**src/rtl/dldn_pkg.sv**
```systemverilog
// ----------------------------------------------------------------------------
// Delay line two-layer net package
// Shared constants, field widths, item kinds and the sequencer-to-MAC control
// word used by the delay line two-layer net.
// ----------------------------------------------------------------------------
package dldn_pkg;

    localparam int TAPS_DEF         = 16;
    localparam int HIDDEN_UNITS_DEF = 8;
    localparam int OUTPUT_UNITS_DEF = 2;
    localparam int FRAC_BITS_DEF    = 12;

    localparam int MODE_W      = 2;
    localparam int INDEX_W     = 7;
    localparam int SAMPLE_W    = 16;
    localparam int OUT_INDEX_W = 1;
    localparam int OUT_VALUE_W = 13;
    localparam int PROD_W      = 2 * SAMPLE_W;

    localparam int S_TDATA_W = 24;
    localparam int M_TDATA_W = 16;

    localparam logic [MODE_W-1:0] MODE_SAMPLE   = 2'd0;
    localparam logic [MODE_W-1:0] MODE_W1_WRITE = 2'd1;
    localparam logic [MODE_W-1:0] MODE_W2_WRITE = 2'd2;

    typedef struct packed {
        logic valid;
        logic first;
        logic last;
        logic layer2;
        logic zero;
    } mac_ctrl_t;

endpackage

```
**src/rtl/dldn_ram.sv**
```systemverilog
// ----------------------------------------------------------------------------
// Generic RAM
// Simple dual-port memory with one write port and one registered read port.
// ----------------------------------------------------------------------------
module dldn_ram #(
    parameter int WIDTH = 16,
    parameter int DEPTH = 16,
    localparam int AW = (DEPTH > 1) ? $clog2(DEPTH) : 1
) (
    input  logic             aclk,
    input  logic             wr_en,
    input  logic [AW-1:0]    wr_addr,
    input  logic [WIDTH-1:0] wr_data,
    input  logic [AW-1:0]    rd_addr,
    output logic [WIDTH-1:0] rd_data
);

    logic [WIDTH-1:0] mem [DEPTH];

    always_ff @(posedge aclk) begin
        if (wr_en) begin
            mem[wr_addr] <= wr_data;
        end
        rd_data <= mem[rd_addr];
    end

endmodule

```
**src/rtl/dldn_mac.sv**
```systemverilog
// ----------------------------------------------------------------------------
// Shared multiply-accumulate unit
// Selects the operands, forms the scaled product and adds it into a running
// sum that is clamped to the range zero to one after every addition.
// ----------------------------------------------------------------------------
module dldn_mac #(
    parameter int FRAC_BITS = dldn_pkg::FRAC_BITS_DEF,
    parameter int UNIT_W    = 3,
    localparam int ACT_W    = FRAC_BITS + 1
) (
    input  logic                           aclk,
    input  logic                           aresetn,
    input  dldn_pkg::mac_ctrl_t            issue_ctrl,
    input  logic [UNIT_W-1:0]              issue_unit,
    input  logic [dldn_pkg::SAMPLE_W-1:0]  tap_data,
    input  logic [dldn_pkg::SAMPLE_W-1:0]  w1_data,
    input  logic [ACT_W-1:0]               hid_data,
    input  logic [dldn_pkg::SAMPLE_W-1:0]  w2_data,
    output logic                           busy,
    output logic                           result_valid,
    output logic                           result_layer2,
    output logic [UNIT_W-1:0]              result_unit,
    output logic [ACT_W-1:0]               result_value
);

    localparam int SUM_W = dldn_pkg::PROD_W + 1;
    localparam logic signed [SUM_W-1:0] ONE_Q = SUM_W'(1) << FRAC_BITS;

    dldn_pkg::mac_ctrl_t ctrl_s1_reg;
    dldn_pkg::mac_ctrl_t ctrl_s2_reg;
    logic [UNIT_W-1:0]   unit_s1_reg;
    logic [UNIT_W-1:0]   unit_s2_reg;

    logic signed [dldn_pkg::SAMPLE_W-1:0] op_a;
    logic signed [dldn_pkg::SAMPLE_W-1:0] op_b;
    logic signed [dldn_pkg::PROD_W-1:0]   prod_full;
    logic signed [dldn_pkg::PROD_W-1:0]   prod_reg;
    logic [ACT_W-1:0]                     acc_reg;
    logic signed [SUM_W-1:0]              sum;
    logic [ACT_W-1:0]                     acc_next;

    always_comb begin
        if (ctrl_s1_reg.layer2) begin
            op_a = signed'(dldn_pkg::SAMPLE_W'(hid_data));
            op_b = signed'(w2_data);
        end else begin
            op_a = ctrl_s1_reg.zero ? '0 : signed'(tap_data);
            op_b = signed'(w1_data);
        end
        prod_full = op_a * op_b;
    end

    always_comb begin
        sum = (ctrl_s2_reg.first ? SUM_W'(0) : SUM_W'(acc_reg)) + SUM_W'(prod_reg);
        priority if (sum < 0) begin
            acc_next = '0;
        end else if (sum > ONE_Q) begin
            acc_next = ACT_W'(ONE_Q);
        end else begin
            acc_next = sum[ACT_W-1:0];
        end
    end

    always_ff @(posedge aclk) begin
        if (!aresetn) begin
            ctrl_s1_reg <= '0;
            ctrl_s2_reg <= '0;
        end else begin
            ctrl_s1_reg <= issue_ctrl;
            ctrl_s2_reg <= ctrl_s1_reg;
        end
    end

    always_ff @(posedge aclk) begin
        unit_s1_reg <= issue_unit;
        unit_s2_reg <= unit_s1_reg;
        prod_reg    <= prod_full >>> FRAC_BITS;
        if (ctrl_s2_reg.valid) begin
            acc_reg <= acc_next;
        end
    end

    assign busy          = ctrl_s1_reg.valid | ctrl_s2_reg.valid;
    assign result_valid  = ctrl_s2_reg.valid & ctrl_s2_reg.last;
    assign result_layer2 = ctrl_s2_reg.layer2;
    assign result_unit   = unit_s2_reg;
    assign result_value  = acc_next;

endmodule

```
**src/rtl/dldn_seq.sv**
```systemverilog
// ----------------------------------------------------------------------------
// Evaluation sequencer
// Keeps the delay line pointer and fill count, walks the weight, tap and hidden
// activation addresses of both layers, one product per cycle when not stalled.
// ----------------------------------------------------------------------------
module dldn_seq #(
    parameter int TAPS         = dldn_pkg::TAPS_DEF,
    parameter int HIDDEN_UNITS = dldn_pkg::HIDDEN_UNITS_DEF,
    parameter int OUTPUT_UNITS = dldn_pkg::OUTPUT_UNITS_DEF,
    localparam int TAP_AW   = (TAPS > 1) ? $clog2(TAPS) : 1,
    localparam int FILL_W   = $clog2(TAPS + 1),
    localparam int HID_AW   = (HIDDEN_UNITS > 1) ? $clog2(HIDDEN_UNITS) : 1,
    localparam int OUT_AW   = (OUTPUT_UNITS > 1) ? $clog2(OUTPUT_UNITS) : 1,
    localparam int UNIT_W   = (HID_AW > OUT_AW) ? HID_AW : OUT_AW,
    localparam int W1_DEPTH = TAPS * HIDDEN_UNITS,
    localparam int W1_AW    = (W1_DEPTH > 1) ? $clog2(W1_DEPTH) : 1,
    localparam int W2_DEPTH = HIDDEN_UNITS * OUTPUT_UNITS,
    localparam int W2_AW    = (W2_DEPTH > 1) ? $clog2(W2_DEPTH) : 1
) (
    input  logic                aclk,
    input  logic                aresetn,
    input  logic                start,
    input  logic                mac_busy,
    input  logic                out_free,
    output logic                idle,
    output logic [TAP_AW-1:0]   tap_wr_addr,
    output logic [TAP_AW-1:0]   tap_rd_addr,
    output logic [W1_AW-1:0]    w1_rd_addr,
    output logic [HID_AW-1:0]   hid_rd_addr,
    output logic [W2_AW-1:0]    w2_rd_addr,
    output dldn_pkg::mac_ctrl_t issue_ctrl,
    output logic [UNIT_W-1:0]   issue_unit
);

    localparam logic [2:0] ST_IDLE    = 3'd0;
    localparam logic [2:0] ST_LAYER1  = 3'd1;
    localparam logic [2:0] ST_DRAIN1  = 3'd2;
    localparam logic [2:0] ST_WAIT2   = 3'd3;
    localparam logic [2:0] ST_LAYER2  = 3'd4;
    localparam logic [2:0] ST_DRAIN2  = 3'd5;

    logic [2:0]        state_reg, state_next;
    logic [TAP_AW-1:0] wptr_reg, wptr_next;
    logic [FILL_W-1:0] fill_reg, fill_next;
    logic [TAP_AW-1:0] tap_cnt_reg, tap_cnt_next;
    logic [TAP_AW-1:0] tap_addr_reg, tap_addr_next;
    logic [UNIT_W-1:0] unit_cnt_reg, unit_cnt_next;
    logic [HID_AW-1:0] hid_cnt_reg, hid_cnt_next;
    logic [W1_AW-1:0]  w1_addr_reg, w1_addr_next;
    logic [W2_AW-1:0]  w2_addr_reg, w2_addr_next;
    logic [TAP_AW-1:0] wptr_inc;
    logic              tap_last;
    logic              hid_last;

    assign wptr_inc = (wptr_reg == TAP_AW'(TAPS - 1)) ? '0 : wptr_reg + 1'b1;
    assign tap_last = (tap_cnt_reg == TAP_AW'(TAPS - 1));
    assign hid_last = (hid_cnt_reg == HID_AW'(HIDDEN_UNITS - 1));

    always_comb begin
        state_next    = state_reg;
        wptr_next     = wptr_reg;
        fill_next     = fill_reg;
        tap_cnt_next  = tap_cnt_reg;
        tap_addr_next = tap_addr_reg;
        unit_cnt_next = unit_cnt_reg;
        hid_cnt_next  = hid_cnt_reg;
        w1_addr_next  = w1_addr_reg;
        w2_addr_next  = w2_addr_reg;
        issue_ctrl    = '0;
        unique case (state_reg)
            ST_IDLE: begin
                if (start) begin
                    wptr_next     = wptr_inc;
                    fill_next     = (fill_reg == FILL_W'(TAPS)) ? fill_reg : fill_reg + 1'b1;
                    tap_cnt_next  = '0;
                    tap_addr_next = wptr_inc;
                    unit_cnt_next = '0;
                    w1_addr_next  = '0;
                    state_next    = ST_LAYER1;
                end
            end
            ST_LAYER1: begin
                issue_ctrl.valid  = 1'b1;
                issue_ctrl.first  = (tap_cnt_reg == '0);
                issue_ctrl.last   = tap_last;
                issue_ctrl.layer2 = 1'b0;
                issue_ctrl.zero   = !(FILL_W'(tap_cnt_reg) < fill_reg);
                if (tap_last) begin
                    tap_cnt_next  = '0;
                    tap_addr_next = wptr_reg;
                    unit_cnt_next = unit_cnt_reg + 1'b1;
                    w1_addr_next  = W1_AW'(unit_cnt_reg) + W1_AW'(1);
                    if (unit_cnt_reg == UNIT_W'(HIDDEN_UNITS - 1)) begin
                        state_next = ST_DRAIN1;
                    end
                end else begin
                    tap_cnt_next  = tap_cnt_reg + 1'b1;
                    tap_addr_next = (tap_addr_reg == '0) ? TAP_AW'(TAPS - 1)
                                                         : tap_addr_reg - 1'b1;
                    w1_addr_next  = w1_addr_reg + W1_AW'(HIDDEN_UNITS);
                end
            end
            ST_DRAIN1: begin
                if (!mac_busy) begin
                    unit_cnt_next = '0;
                    hid_cnt_next  = '0;
                    w2_addr_next  = '0;
                    state_next    = ST_WAIT2;
                end
            end
            ST_WAIT2: begin
                if (out_free) begin
                    state_next = ST_LAYER2;
                end
            end
            ST_LAYER2: begin
                issue_ctrl.valid  = 1'b1;
                issue_ctrl.first  = (hid_cnt_reg == '0);
                issue_ctrl.last   = hid_last;
                issue_ctrl.layer2 = 1'b1;
                issue_ctrl.zero   = 1'b0;
                if (hid_last) begin
                    hid_cnt_next = '0;
                    state_next   = ST_DRAIN2;
                end else begin
                    hid_cnt_next = hid_cnt_reg + 1'b1;
                    w2_addr_next = w2_addr_reg + W2_AW'(OUTPUT_UNITS);
                end
            end
            ST_DRAIN2: begin
                if (!mac_busy) begin
                    if (unit_cnt_reg == UNIT_W'(OUTPUT_UNITS - 1)) begin
                        state_next = ST_IDLE;
                    end else begin
                        unit_cnt_next = unit_cnt_reg + 1'b1;
                        w2_addr_next  = W2_AW'(unit_cnt_reg) + W2_AW'(1);
                        state_next    = ST_WAIT2;
                    end
                end
            end
            default: begin
                state_next = ST_IDLE;
            end
        endcase
    end

    always_ff @(posedge aclk) begin
        if (!aresetn) begin
            state_reg <= ST_IDLE;
            wptr_reg  <= '0;
            fill_reg  <= '0;
        end else begin
            state_reg <= state_next;
            wptr_reg  <= wptr_next;
            fill_reg  <= fill_next;
        end
    end

    always_ff @(posedge aclk) begin
        tap_cnt_reg  <= tap_cnt_next;
        tap_addr_reg <= tap_addr_next;
        unit_cnt_reg <= unit_cnt_next;
        hid_cnt_reg  <= hid_cnt_next;
        w1_addr_reg  <= w1_addr_next;
        w2_addr_reg  <= w2_addr_next;
    end

    assign idle        = (state_reg == ST_IDLE);
    assign tap_wr_addr = wptr_inc;
    assign tap_rd_addr = tap_addr_reg;
    assign w1_rd_addr  = w1_addr_reg;
    assign hid_rd_addr = hid_cnt_reg;
    assign w2_rd_addr  = w2_addr_reg;
    assign issue_unit  = unit_cnt_reg;

endmodule

```
**src/rtl/delay_line_two_layer_net_unit.sv**
```systemverilog
// ----------------------------------------------------------------------------
// Delay line two-layer net
// All products go through the single shared MAC unit, which performs one product
// per cycle while the sequencer issues a layer; the sequencer stalls between passes
// to drain the MAC and to wait for a free output stage. A weight load gives no item.
// Reset clears the sequencer, the delay line fill count and the output stage; the
// delay line reads as zero until filled, so no clearing pass is needed.
// ----------------------------------------------------------------------------
module delay_line_two_layer_net_unit #(
    parameter int TAPS         = dldn_pkg::TAPS_DEF,
    parameter int HIDDEN_UNITS = dldn_pkg::HIDDEN_UNITS_DEF,
    parameter int OUTPUT_UNITS = dldn_pkg::OUTPUT_UNITS_DEF,
    parameter int FRAC_BITS    = dldn_pkg::FRAC_BITS_DEF
) (
    input  logic                             aclk,
    input  logic                             aresetn,
    input  logic                             s_tvalid,
    output logic                             s_tready,
    // weight_index [6:0], data_value [22:7], zero padding above.
    input  logic [dldn_pkg::S_TDATA_W-1:0]   s_tdata,
    // mode [1:0].
    input  logic [dldn_pkg::MODE_W-1:0]      s_tuser,
    output logic                             m_tvalid,
    input  logic                             m_tready,
    // output_index [0], output_value [13:1], zero padding above.
    output logic [dldn_pkg::M_TDATA_W-1:0]   m_tdata,
    output logic                             m_tlast
);

    localparam int TAP_AW   = (TAPS > 1) ? $clog2(TAPS) : 1;
    localparam int HID_AW   = (HIDDEN_UNITS > 1) ? $clog2(HIDDEN_UNITS) : 1;
    localparam int OUT_AW   = (OUTPUT_UNITS > 1) ? $clog2(OUTPUT_UNITS) : 1;
    localparam int UNIT_W   = (HID_AW > OUT_AW) ? HID_AW : OUT_AW;
    localparam int W1_DEPTH = TAPS * HIDDEN_UNITS;
    localparam int W1_AW    = (W1_DEPTH > 1) ? $clog2(W1_DEPTH) : 1;
    localparam int W2_DEPTH = HIDDEN_UNITS * OUTPUT_UNITS;
    localparam int W2_AW    = (W2_DEPTH > 1) ? $clog2(W2_DEPTH) : 1;
    localparam int ACT_W    = FRAC_BITS + 1;

    logic                                 accept;
    logic [dldn_pkg::MODE_W-1:0]          mode;
    logic [dldn_pkg::INDEX_W-1:0]         weight_index;
    logic [dldn_pkg::SAMPLE_W-1:0]        data_value;
    logic                                 start;
    logic                                 w1_wr_en;
    logic                                 w2_wr_en;
    logic                                 hid_wr_en;

    logic                                 idle;
    logic                                 mac_busy;
    logic                                 out_free;
    logic [TAP_AW-1:0]                    tap_wr_addr;
    logic [TAP_AW-1:0]                    tap_rd_addr;
    logic [W1_AW-1:0]                     w1_rd_addr;
    logic [HID_AW-1:0]                    hid_rd_addr;
    logic [W2_AW-1:0]                     w2_rd_addr;
    dldn_pkg::mac_ctrl_t                  issue_ctrl;
    logic [UNIT_W-1:0]                    issue_unit;

    logic [dldn_pkg::SAMPLE_W-1:0]        tap_data;
    logic [dldn_pkg::SAMPLE_W-1:0]        w1_data;
    logic [ACT_W-1:0]                     hid_data;
    logic [dldn_pkg::SAMPLE_W-1:0]        w2_data;

    logic                                 result_valid;
    logic                                 result_layer2;
    logic [UNIT_W-1:0]                    result_unit;
    logic [ACT_W-1:0]                     result_value;

    logic                                 out_valid_reg;
    logic [dldn_pkg::OUT_INDEX_W-1:0]     out_index_reg;
    logic [dldn_pkg::OUT_VALUE_W-1:0]     out_value_reg;
    logic                                 out_last_reg;
    logic                                 out_load;

    assign mode         = s_tuser;
    assign weight_index = s_tdata[dldn_pkg::INDEX_W-1:0];
    assign data_value   = s_tdata[dldn_pkg::INDEX_W +: dldn_pkg::SAMPLE_W];

    assign s_tready = idle;
    assign accept   = s_tvalid & s_tready;
    assign start    = accept & (mode == dldn_pkg::MODE_SAMPLE);
    assign w1_wr_en = accept & (mode == dldn_pkg::MODE_W1_WRITE)
                    & (32'(weight_index) < W1_DEPTH);
    assign w2_wr_en = accept & (mode == dldn_pkg::MODE_W2_WRITE)
                    & (32'(weight_index) < W2_DEPTH);
    assign hid_wr_en = result_valid & !result_layer2;
    assign out_load  = result_valid & result_layer2;
    assign out_free  = !out_valid_reg;

    dldn_seq #(
        .TAPS         (TAPS),
        .HIDDEN_UNITS (HIDDEN_UNITS),
        .OUTPUT_UNITS (OUTPUT_UNITS)
    ) u_seq (
        .aclk        (aclk),
        .aresetn     (aresetn),
        .start       (start),
        .mac_busy    (mac_busy),
        .out_free    (out_free),
        .idle        (idle),
        .tap_wr_addr (tap_wr_addr),
        .tap_rd_addr (tap_rd_addr),
        .w1_rd_addr  (w1_rd_addr),
        .hid_rd_addr (hid_rd_addr),
        .w2_rd_addr  (w2_rd_addr),
        .issue_ctrl  (issue_ctrl),
        .issue_unit  (issue_unit)
    );

    dldn_ram #(
        .WIDTH (dldn_pkg::SAMPLE_W),
        .DEPTH (TAPS)
    ) u_tap_ram (
        .aclk    (aclk),
        .wr_en   (start),
        .wr_addr (tap_wr_addr),
        .wr_data (data_value),
        .rd_addr (tap_rd_addr),
        .rd_data (tap_data)
    );

    dldn_ram #(
        .WIDTH (dldn_pkg::SAMPLE_W),
        .DEPTH (W1_DEPTH)
    ) u_w1_ram (
        .aclk    (aclk),
        .wr_en   (w1_wr_en),
        .wr_addr (W1_AW'(weight_index)),
        .wr_data (data_value),
        .rd_addr (w1_rd_addr),
        .rd_data (w1_data)
    );

    dldn_ram #(
        .WIDTH (dldn_pkg::SAMPLE_W),
        .DEPTH (W2_DEPTH)
    ) u_w2_ram (
        .aclk    (aclk),
        .wr_en   (w2_wr_en),
        .wr_addr (W2_AW'(weight_index)),
        .wr_data (data_value),
        .rd_addr (w2_rd_addr),
        .rd_data (w2_data)
    );

    dldn_ram #(
        .WIDTH (ACT_W),
        .DEPTH (HIDDEN_UNITS)
    ) u_hid_ram (
        .aclk    (aclk),
        .wr_en   (hid_wr_en),
        .wr_addr (result_unit[HID_AW-1:0]),
        .wr_data (result_value),
        .rd_addr (hid_rd_addr),
        .rd_data (hid_data)
    );

    dldn_mac #(
        .FRAC_BITS (FRAC_BITS),
        .UNIT_W    (UNIT_W)
    ) u_mac (
        .aclk          (aclk),
        .aresetn       (aresetn),
        .issue_ctrl    (issue_ctrl),
        .issue_unit    (issue_unit),
        .tap_data      (tap_data),
        .w1_data       (w1_data),
        .hid_data      (hid_data),
        .w2_data       (w2_data),
        .busy          (mac_busy),
        .result_valid  (result_valid),
        .result_layer2 (result_layer2),
        .result_unit   (result_unit),
        .result_value  (result_value)
    );

    always_ff @(posedge aclk) begin
        if (!aresetn) begin
            out_valid_reg <= 1'b0;
        end else begin
            priority if (out_load) begin
                out_valid_reg <= 1'b1;
            end else if (m_tready) begin
                out_valid_reg <= 1'b0;
            end
        end
    end

    always_ff @(posedge aclk) begin
        if (out_load) begin
            out_index_reg <= result_unit[dldn_pkg::OUT_INDEX_W-1:0];
            out_value_reg <= dldn_pkg::OUT_VALUE_W'(result_value);
            out_last_reg  <= (result_unit == UNIT_W'(OUTPUT_UNITS - 1));
        end
    end

    assign m_tvalid = out_valid_reg;
    assign m_tdata  = dldn_pkg::M_TDATA_W'({out_value_reg, out_index_reg});
    assign m_tlast  = out_last_reg;

endmodule
```
**config.mk**
```make
export PLATFORM = sky130hd
export DESIGN_NAME = delay_line_two_layer_net_unit
export DESIGN_NICKNAME = d
export VERILOG_FILES = /design/src/rtl/dldn_pkg.sv /design/src/rtl/dldn_ram.sv /design/src/rtl/dldn_mac.sv /design/src/rtl/dldn_seq.sv /design/src/rtl/delay_line_two_layer_net_unit.sv
export SDC_FILE = /design/constraint.sdc
export NUM_CORES = 2
export LEC_CHECK = 0
export ABC_AREA = 1
export BUFFER_PORTS_ARGS = -buffer_cell sky130_fd_sc_hd__buf_2
export CORE_ASPECT_RATIO = 0.8
export CORE_MARGIN = 3
export CORE_UTILIZATION = 45
export CTS_BUF_LIST = sky130_fd_sc_hd__clkbuf_4 sky130_fd_sc_hd__clkbuf_8
export DETAILED_ROUTE_END_ITERATION = 10
export PLACE_DENSITY = 0.58
export RECOVER_POWER = 100
export SLEW_MARGIN = 30
export SYNTH_ARGS = -nofsm -noshare
export SYNTH_HDL_FRONTEND = slang
export SYNTH_HIERARCHICAL = 1
export SYNTH_SLANG_ARGS = --single-unit
```
**constraint.sdc**
```tcl
create_clock -name aclk -period 5.6 [get_ports aclk]
set_clock_uncertainty 0.15 [all_clocks]
set_input_delay 0.56 -clock aclk [delete_from_list [all_inputs] [get_ports aclk]]
set_output_delay 0.56 -clock aclk [all_outputs]
set_load 0.02 [all_outputs]
```
==> flow_summary.rst <==
.. list-table::
   :header-rows: 1

   * - Metric
     - Value
   * - Result of the run
     - finished, violations left
   * - Violations in the final reports
     - capacitance limit, slew limit, setup timing
   * - CTS clock-pin slew for the worst setup and hold paths
     - 70 ps
   * - Number of antenna violations at the first check in global routing
     - 19
   * - H-tree levels
     - 5
   * - Cell with the biggest individual delay on the critical path
     - fa_2
   * - Startpoint-to-endpoint class of the critical path
     - reg2reg
   * - Relative slew slack
     - -251%
   * - Flip-flop cell with the highest count after synthesis
     - edfxtp_1
   * - Global-route wire length before repair
     - ~550000 um
   * - CP Capture Type
     - flip-flop
   * - Per-cell via count in the routed design
     - around 5.4
   * - Unrepaired setup endpoints after global routing
     - true
   * - Top cell types by occurrence after synthesis
     - 3303 x nand2_1, 2717 x edfxtp_1, 2511 x nand3_1
   * - Largest fanout on the critical path
     - 7
   * - Fraction of the yosys area taken by sequential cells
     - between 60 and 70%
   * - Number of detailed-routing iterations run before antenna repair
     - 8
   * - Arrival time of data at the critical path endpoint
     - about 6600 ps
   * - Wire length reported by the detailed router
     - approximately 370000 um
   * - Post-detailed-route wirelength per cell
     - between 20 and 25 um
   * - CP startpoint kind
     - flip-flop
   * - Setup ws final
     - -299 ps
   * - Fmax
     - approximately 170 MHz
   * - Biggest regs
     - u_w1_ram/mem x2048, u_tap_ram/mem x256, u_w2_ram/mem x256
   * - Setup slack after placement
     - -581 ps
   * - Largest register FFs
     - 2048
   * - Port Buffer Count
     - 45
   * - Register with the most flip-flops
     - u_w1_ram/mem
   * - Clock latency of the later-clocked register in the worst-skew pair
     - between 1000 and 1500 ps
   * - Cells taking the most area after synthesis
     - edfxtp_1 65%, nand3_1 10%, nand2_1 9.8%, fa_1 4.2%, inv_1 2.9%
   * - Nets
     - between 10k and 15k
   * - Number of cell rows
     - approximately 170
   * - Area of combinational cells with multiple inputs
     - around 0.036 sq mm
   * - Signed area change from the synthesized netlist to the final layout
     - 12.9%
   * - Starting density of the core
     - about 45%
   * - Yosys synthesis warning count
     - 6
   * - Total number of clock tree sinks
     - between 2k and 3k
   * - Total negative slack
     - -11780 ps
   * - Floorplan die area
     - around 0.29 sq mm
   * - Total routing usage reported by global routing
     - about 26%
   * - Number of buffers created by CTS
     - ~440
   * - Final period demand of the worst path
     - 5900 ps
   * - Worst setup path start
     - u_mac/ctrl_s1_reg[1]
   * - Maximum number of pins on one net before global-route repair
     - between 150 and 200
   * - Violation count after the first detailed-routing iteration
     - slightly below 10k
   * - Die boundary width
     - ~600 um
   * - Total of fill cells in the finished design
     - about 24k
   * - Routability cong.
     - a little over 0.9
   * - Slew at the pin with the worst max-slew slack
     - about 5300 ps
   * - Post-synth EDFFs
     - approximately 2.7k
   * - Residual DRC count
     - 0
   * - Final Setup Violations
     - between 80 and 90
   * - Cell area after synthesis
     - around 0.13 sq mm
   * - Critical register-to-register path startpoint
     - u_mac/ctrl_s1_reg[1]
   * - Hold/Removal Path Class
     - reg2reg
   * - Antenna Nets Post-Route
     - 0
   * - IO Pins
     - 49
   * - Cell accounting for the most synthesized area
     - edfxtp_1
   * - Most frequent cell after synthesis
     - nand2_1
   * - Total count of max-transition violations in the final report
     - 2206
   * - Largest stage delay on the critical path
     - around 650 ps
   * - Number of maximum-capacitance violations
     - between 40 and 50
   * - Top cell by count, worst path
     - fa_1
   * - Final clock period utilization by the worst path
     - 105%
   * - Yosys cell types
     - 61
   * - Launch point of the worst hold path
     - u_mac/unit_s1_reg[0]
   * - Critical path cell sequence
     - buf_8, buf_6, a22oi_2, buf_6, inv_8, buf_12, buf_4, nand2_1, fa_1, inv_1, fa_1, fa_1, fa_1, fa_1, fa_2, ha_4, a21oi_4, o21a_1, o21ai_1, a21oi_1, nand2_1, buf_4, xor2_1
   * - Number of global-route vias before repair
     - ~82k
   * - Endpoint required time on the critical path
     - approximately 6300 ps
   * - Routed vias
     - approximately 86k
   * - DP HPWL
     - ~220000 um
   * - Share of the synthesized area in the top cell type
     - around two thirds
   * - Clock tree from TritonCTS
     - yes
   * - Buffer depth of the longest clock path
     - 4
   * - Count of mapped cells out of synthesis
     - around 11k
   * - #FFs+latches synth
     - ~2.8k
   * - Total gr overflow
     - 0
   * - Worst slack on hold paths
     - roughly 140 ps
   * - Die height
     - between 400 and 500 um
   * - Cell at the root of the clock tree
     - clkbuf_8
   * - Share of flip-flops with an asynchronous set or reset
     - 0%
   * - Sequential cell area
     - 0.0838 sq mm
   * - Average cell area after synthesis
     - approximately 11 sq um
   * - Endpoints failing hold
     - 0
   * - Layout cells sized above 1
     - between 10% and 20%
   * - Core footprint
     - approximately 0.28 sq mm
[metal layers]
layer / GRT usage [%] / part of all wire (%) / vias up / wire length (um)
li1: - / - / 39409 / -
met1: 38.7 / 44 / 42482 / 164000
met2: 38.3 / 44 / 3719 / 165000
met3: 4.89 / 9.2 / 583 / 34300
met4: 7.10 / 2.9 / 6 / 11000
met5: 0.265 / 0.020 / - / 76
[logic make-up (layout without fill, tap and decap cells)]
kind of cell | after synthesis | after routing | share of synthesized area (%)
buffers and inverters | 1620 | 2435 | 5.69
XOR/XNOR | 32 | 32 | 0.222
AO/OA/AOI/OAI | 157 | 157 | 0.785
flip-flops | 2826 | 2826 | 66.5
other | 1 | 13 | 0.00298
adder cells (fa/ha/maj) | 371 | 371 | 5.24
AND/OR/NAND/NOR | 6318 | 6318 | 21.6
[repair_timing]
action | CTS | global route
gates resized for setup | 206 | 165
pin swaps | 114 | 120
hold buffers | 19 | 0
cloned | 1 | 1
buffers inserted | 35 | 29
endpoints found under the hold margin | 726 | 0
endpoints found under the setup margin | 20 | 20
[stage by stage]
step / cells / instance area (sq um) / util [%]
finish: 15827 / 142000 / 51.2
global route: 15819 / 142000 / 51.2
CTS: 15788 / 142000 / 51.2
detailed placement: 14951 / 133000 / 47.7
global placement: 14950 / 133000 / 47.7
floorplan: 11326 / 127000 / -
[cell type report]
type	instances	area share, %
sequential	2826	58.9
multi-input combinational	6880	25.6
clock buffer	639	5.40
timing repair buffer	643	3.58
tap	3675	3.23
inverter	1010	2.73
clock inverter	143	0.553
antenna	11	0.0193
[critical path, delay by kind of cell, from the launching register on]
kind                       cells  cell delay (ps)
AOI/OAI and AO/OA              5              800
adders and majority gates      7             3290
and+or+nand+nor                2              160
buffers and inverters          8              940
xor gates and xnor gates       1              130
DFF                            1              370
[path summary, 6_finish.rpt]
path                            cells after the start  slack (ps)              endpoint
worst max-delay path                               23        -300    u_mac/prod_reg[10]
worst min register to register                      0         140  u_mac/result_unit[0]
worst min-delay path                                0         140  u_mac/result_unit[0]
worst max register to register                     23        -300    u_mac/prod_reg[10]
[layout by cell type, fill, tap and decap left out, types with 9 or more instances in the layout]
| master | netlist | final |
|---|---|---|
| fa_2 | 0 | 24 |
| inv_1 | 985 | 920 |
| nor2_2 | 16 | 47 |
| nor2_4 | 5 | 27 |
| xor2_1 | 19 | 15 |
| a21oi_1 | 45 | 31 |
| o21ai_2 | 3 | 12 |
| o21ai_0 | 47 | 24 |
| clkbuf_4 | 0 | 185 |
| inv_4 | 3 | 9 |
| buf_4 | 111 | 286 |
| nand2_2 | 13 | 59 |
| nand2_4 | 5 | 18 |
| a22oi_2 | 5 | 11 |
| o21ai_4 | 1 | 10 |
| inv_2 | 16 | 63 |
| nor3_1 | 17 | 15 |
| ha_4 | 0 | 25 |
| a21oi_2 | 3 | 11 |
| clkbuf_2 | 0 | 100 |
| xnor2_1 | 13 | 13 |
| clkbuf_1 | 122 | 114 |
| buf_6 | 38 | 42 |
| edfxtp_1 | 2717 | 2717 |
| clkinv_1 | 5 | 102 |
| buf_12 | 0 | 55 |
| diode_2 | 0 | 11 |
| buf_2 | 295 | 11 |
| o21ai_1 | 6 | 11 |
| clkbuf_8 | 0 | 462 |
| nand2_1 | 3303 | 3243 |
| nand3_1 | 2511 | 2507 |
| ha_1 | 109 | 83 |
| dfxtp_1 | 109 | 108 |
| dlygate4sd3_1 | 0 | 19 |
| fa_1 | 262 | 238 |
| nor2_1 | 406 | 355 |
| clkinv_2 | 0 | 26 |
| nand4_1 | 12 | 13 |
Power is left out: the tool's default activity adds up to more than one toggle a clock period on the data nets, which glitch-free logic cannot reach.
